<file path="config.mk">
export PLATFORM = sky130hd
export DESIGN_NAME = skht_cmp
export DESIGN_NICKNAME = d
export VERILOG_FILES = /design/src/rtl/core/skht_pkg.sv /design/src/rtl/core/skht_cmp.sv
export SDC_FILE = /design/constraint.sdc
export NUM_CORES = 1
export LEC_CHECK = 0
export ABC_CLOCK_PERIOD_IN_PS = 1900
export BUFFER_PORTS_ARGS = -buffer_cell sky130_fd_sc_hd__buf_4
export CAP_MARGIN = 20
export CORE_MARGIN = 3
export CORE_UTILIZATION = 42
export DETAILED_ROUTE_END_ITERATION = 10
export PLACE_DENSITY = 0.91
export SYNTH_ARGS = -nofsm -noshare
export SYNTH_HDL_FRONTEND = slang
export SYNTH_SLANG_ARGS = --single-unit
</file>
<file path="constraint.sdc">
create_clock -name vclk -period 1.9
set_input_delay 0.19 -clock vclk [all_inputs]
set_output_delay 0.19 -clock vclk [all_outputs]
set_load 0.01 [all_outputs]
</file>
<file path="src/rtl/core/skht_pkg.sv">
`timescale 1ns / 1ps

package skht_pkg;

  localparam int KEY_W    = 32;
  localparam int HANDLE_W = 32;

  localparam logic OP_INSERT = 1'b0;
  localparam logic OP_LOOKUP = 1'b1;

  typedef struct packed {
    logic                operation;
    logic [KEY_W-1:0]    key;
    logic [HANDLE_W-1:0] handle_in;
  } req_t;

  typedef struct packed {
    logic                success;
    logic [HANDLE_W-1:0] handle_out;
  } rsp_t;

  typedef struct packed {
    logic [KEY_W-1:0]    key;
    logic [HANDLE_W-1:0] handle;
  } entry_t;

  typedef struct packed {
    logic gt;
    logic eq;
  } cmp_t;

endpackage

</file>
<file path="src/rtl/core/skht_cmp.sv">
`timescale 1ns / 1ps

module skht_cmp (
  input  logic [skht_pkg::KEY_W-1:0] stored_key,
  input  logic [skht_pkg::KEY_W-1:0] probe_key,
  output skht_pkg::cmp_t             result
);
  import skht_pkg::*;

  // unsigned magnitude compare of a stored key against the probe
  assign result.gt = (stored_key > probe_key);
  assign result.eq = (stored_key == probe_key);

endmodule

</file>
==> metrics.md, run 1 <==
| Metric | Value |
|---|---|
| Status | `finished clean` |
| Post-DP HPWL | `2.338 mm` |
| Yosys warnings | `0` |
| Leading area contributor after synthesis | `ha_1` |
| Hold Path Class | `input port to primary output` |
| CTS resizes | `0` |
| Die Footprint | `2572 µm²` |
| Fillers | `144` |
| Min Tclk post-route | `1.807 ns` |
| Total Wirelength | `2.459 mm` |
| Final hold vios | `0` |
| Synth top area cells | `ha_1, inv_1, a21oi_1` |
| Layout cells sized above 1 | `40.91%` |
| Setup bufs post-CTS | `0` |
| Worst VDD drop | `118.2 µV` |
| Final instance area | `1366 µm²` |
| First-pass DRT Iterations | `4` |
| Layout net count | `274` |
| Top-area cell type share of the netlist area | `47.69%` |
| Worst-path fanout max | `3` |
| Die Span Y | `50.71 µm` |
| Sequential cell area | `0 µm²` |
| First-pass GRT wire length | `3.946 mm` |
| Antenna violations before repair | `0` |
| Layout clock buffer count | `0` |
| Pleak | `0.8659 nW` |
| Multi-input logic area | `719.4 µm²` |
| Hold-fix buffers, CTS | `0` |
| Synth unique cells | `22` |
| GRT Overall Usage | `19.06%` |
| Highest Clock Rate | `0.5533 GHz` |
| Worst slew margin | `82.27%` |
| DR DRC count | `0` |
| FFs & Latches | `0` |
| Hold_ws | `0.9497 ns` |
| Cells after Synth | `110` |
| Final setup viols | `0` |
| Port bufs | `66` |
| DR WL/cell | `12.23 µm` |
| Arr. time, crit path | `1.62 ns` |
| Worst setup EP type | `primary output` |
| Num rows | `15` |
| Placed Area | `1366 µm²` |
| # IOs | `66` |
| GPL Wtd Cong | `0.7353` |
| WP data required | `1.71 ns` |
| Post-synthesis sequential area ratio | `0%` |
| Avg Cell Area, Syn | `7.632 µm²` |
| Crit. Startpoint | `probe_key[11]` |
| Fin crit share | `95.13%` |
| Unrepaired setup endpoints after global routing | `false` |
| Core Region | `1802 µm²` |
| Initial Utilization | `46.60%` |
| Post-route antenna net violation count | `0` |
| Synthesized area | `839.6 µm²` |
| Max-slew violation count | `0` |
| Commonest cells in the netlist | `ha_1, inv_1, a21oi_1, nand3_1, nand4_1` |
| Setup TNS | `0 ns` |
| CP Launch Type | `input port` |
| Routed via count | `1007` |
| Largest net degree at the start of global routing | `4` |
| Ant diodes | `0` |
| Worst hold start | `stored_key[31]` |
| Vias in the first global route | `1080` |
| Worst setup path category | `input port to primary output` |
| Die width | `50.71 µm` |
| Global-route congestion overflow total | `0` |
| DRT iter0 DRCs | `3` |
| Drt via density | `5.010` |
| Max_cap viols | `0` |
| Mapped Nets | `206` |
| Synth-to-Final Area Change | `62.74%` |
| Actual slew at the worst max-slew pin | `0.2640 ns` |
| Pwr Density | `190.4 nW/µm²` |
[power by group]
group / internal [W] / switching (W)
logic: 0.000153 / 0.000107
clock network: 0 / 0
registers: 0 / 0
total: 0.000153 / 0.000107
[routing by layer]
metal / vias to the layer above / GRT usage [%] / wire length [µm]
li1: 522 / - / -
met3: 4 / 1.187 / 163
met5: - / 0 / 0
met2: 47 / 43.04 / 1395
met4: 0 / 2.691 / 42
met1: 434 / 18.07 / 857
[logic make-up (layout without fill, tap and decap cells)]
logic type / after synthesis / count (layout) / share of synthesized area (%)
adder cells (fa/ha/maj): 32 / 32 / 47.69
AO/OA/AOI/OAI: 24 / 24 / 19.97
AND/OR/NAND/NOR: 22 / 22 / 18.03
buffers and inverters: 32 / 98 / 14.31
[worst max-delay path: stages]
cell and delay (ns):
buf_4 0.08, inv_1 0.04, ha_1 0.33, nand4_1 0.12, nor3_1 0.25, a21boi_2 0.22
o41ai_2 0.09, a31oi_1 0.15, buf_4 0.15
[through the flow]
step | utilization [%] | cells | total power (W) | setup WS (ns)
2_1_floorplan | - | 110 | 0.0001235 | 0.3803
3_3_place_gp | 75.83 | 201 | 0.0002446 | 0.1342
3_5_place_dp | 75.83 | 201 | 0.0002601 | 0.09142
4_1_cts | 75.83 | 201 | 0.0002618 | 0.09279
5_1_grt | 75.83 | 201 | 0.0002943 | 0.003024
6_report | 75.83 | 201 | 0.0002601 | 0.09258
[cells in the final DEF (no fill, tap or decap), drive strengths merged, types with 2 or more instances in the layout]
| master | instances |
|---|---|
| nand2 | 2 |
| buf | 66 |
| ha | 32 |
| a21oi | 11 |
| nand4 | 8 |
| a21o | 5 |
| a211oi | 2 |
| a21boi | 2 |
| nand3 | 6 |
| inv | 32 |
[cell type report]
type / count / share of cell area, %
Multi-Input combinational cell: 78 / 52.66
Inverter: 32 / 8.791
Timing Repair Buffer: 66 / 36.26
Tap cell: 25 / 2.289
[final timing paths]
path,cells after the start,slack (ns),to
max,9,0.09,result[1]
min,5,0.95,result[1]
No activity file was read; power rests on OpenSTA's default activity.
==> run 2: changes to the inputs <==
--- a/config.mk
+++ b/config.mk
@@ -11,6 +11,7 @@
 export CORE_MARGIN = 3
 export CORE_UTILIZATION = 42
 export DETAILED_ROUTE_END_ITERATION = 10
+export GPL_TIMING_DRIVEN = 0
 export PLACE_DENSITY = 0.91
 export SYNTH_ARGS = -nofsm -noshare
 export SYNTH_HDL_FRONTEND = slang
==> run 2 against run 1 <==
  * Clock-buffer cell count is the same
  * Critical path depth shrank 1
  * Design area is the same
  * Cell count is the same
  * Critical path type unchanged
  * Critical endpoint unchanged
==> metrics.md, run 2 (same netlist as run 1, synthesis figures left out) <==
| Metric | Value |
|---|---|
| Synth-to-Final Area Change | `62.74%` |
| Pleak | `0.8659 nW` |
| Fin crit share | `94.94%` |
| Most common cell after layout, fill and taps aside | `buf_4` |
| First-pass DRT Iterations | `4` |
| Crit-path slowest cell | `ha_1` |
| Fillers | `142` |
| Max_cap viols | `0` |
| Die width | `50.71 µm` |
| Worst-path fanout max | `3` |
| Initial Utilization | `46.60%` |
| Die Span Y | `50.71 µm` |
| Vias in the first global route | `1076` |
| Total Wirelength | `2.278 mm` |
| Sequential cell area | `0 µm²` |
| Routed via count | `1022` |
| Setup bufs post-CTS | `0` |
| Post-DP HPWL | `2.221 mm` |
| Final hold vios | `0` |
| Antenna violations before repair | `0` |
| Max-slew violation count | `0` |
| Arr. time, crit path | `1.61 ns` |
| Crit. Startpoint | `stored_key[10]` |
| Hold Path Class | `input port to primary output` |
| Die Footprint | `2572 µm²` |
| Highest Clock Rate | `0.5544 GHz` |
| GPL Wtd Cong | `0.7468` |
| Ant diodes | `0` |
| Final instance area | `1366 µm²` |
| Hold-fix buffers, CTS | `0` |
| Multi-input logic area | `719.4 µm²` |
| Worst path cell trace | `buf_4, ha_1, a21o_1, a21oi_2, a21oi_1, o41ai_2, a31oi_1, buf_4` |
| DP Worst Slack | `0.09920 ns` |
| Worst hold start | `stored_key[31]` |
| Final setup margin | `0.09620 ns` |
| Final cell count without fillers | `201` |
| Largest net degree at the start of global routing | `4` |
| Placed Area | `1366 µm²` |
| Worst VDD drop | `105.9 µV` |
| Num rows | `15` |
| Global-route congestion overflow total | `0` |
| Worst setup EP type | `primary output` |
| Worst setup path category | `input port to primary output` |
| Dpl cells | `201` |
| Layout clock buffer count | `0` |
| Actual slew at the worst max-slew pin | `0.2548 ns` |
| Worst slew margin | `82.91%` |
| DR WL/cell | `11.33 µm` |
| Final setup viols | `0` |
| Post-route antenna net violation count | `0` |
| FFs & Latches | `0` |
| GRT Overall Usage | `18.57%` |
| DRT iter0 DRCs | `2` |
| CP Launch Type | `input port` |
| Worst path most repeated cell | `buf_4` |
| Status | `finished clean` |
| First-pass GRT wire length | `3.953 mm` |
| Min Tclk post-route | `1.804 ns` |
| CTS resizes | `0` |
| Core Region | `1802 µm²` |
| DR DRC count | `0` |
| Most frequent cells in the layout | `buf_4, inv_1, ha_1` |
| # IOs | `66` |
| Drt via density | `5.085` |
| Crit path largest cell delay | `0.32 ns` |
| Layout net count | `274` |
| Unrepaired setup endpoints after global routing | `false` |
| Port bufs | `66` |
| Setup TNS | `0 ns` |
| WP data required | `1.71 ns` |
| Layout cells sized above 1 | `40.91%` |
| Pwr Density | `189.8 nW/µm²` |
| CP endpoint | `result[1]` |
run 2: cell counts in the layout (fill, tap and decap cells not counted):
Identical to the previous run, type by type.
run 2: layout make-up:
cell class / instances / share of cell area [%]
well taps: 25 / 2.289
repair buffers: 66 / 36.26
inverters: 32 / 8.791
multi-input cells: 78 / 52.66
run 2: how the worst min path moves through the flow:
stage,endpoint,cells after the start
floorplan,result[1],3
global placement,result[1],5
detailed placement,result[1],5
CTS,result[1],5
global route,result[1],5
finish,result[1],5
run 2: power breakdown:
group	switching, W	internal, W	leakage, nW
combinational	0.000105	0.000154	0.866
sequential	0	0	0
clock	0	0	0
run 2: per-stage QoR:
step                util (%)  power [W]  hold WS [ns]
CTS                    75.83  0.0002626        0.9347
detailed placement     75.83  0.0002610        0.9347
finish                 75.83  0.0002594        0.9310
global placement       75.83  0.0002443        0.9105
global route           75.83  0.0002950        0.9758
floorplan                  -  0.0001235        0.7961
run 2: worst max-delay path, delay by kind of cell:
kind                       cells  cell delay [ns]
AOI/OAI and AO/OA              5             0.82
adders and majority gates      1             0.32
buffers and inverters          2             0.27
run 2: per-layer routing:
layer	GRT usage (%)	vias to the layer above	part of all wire, %
met5	0	-	0
met4	0	0	0
met3	2.077	0	8.1
met2	40.43	45	56
met1	19.30	454	36
li1	-	523	-
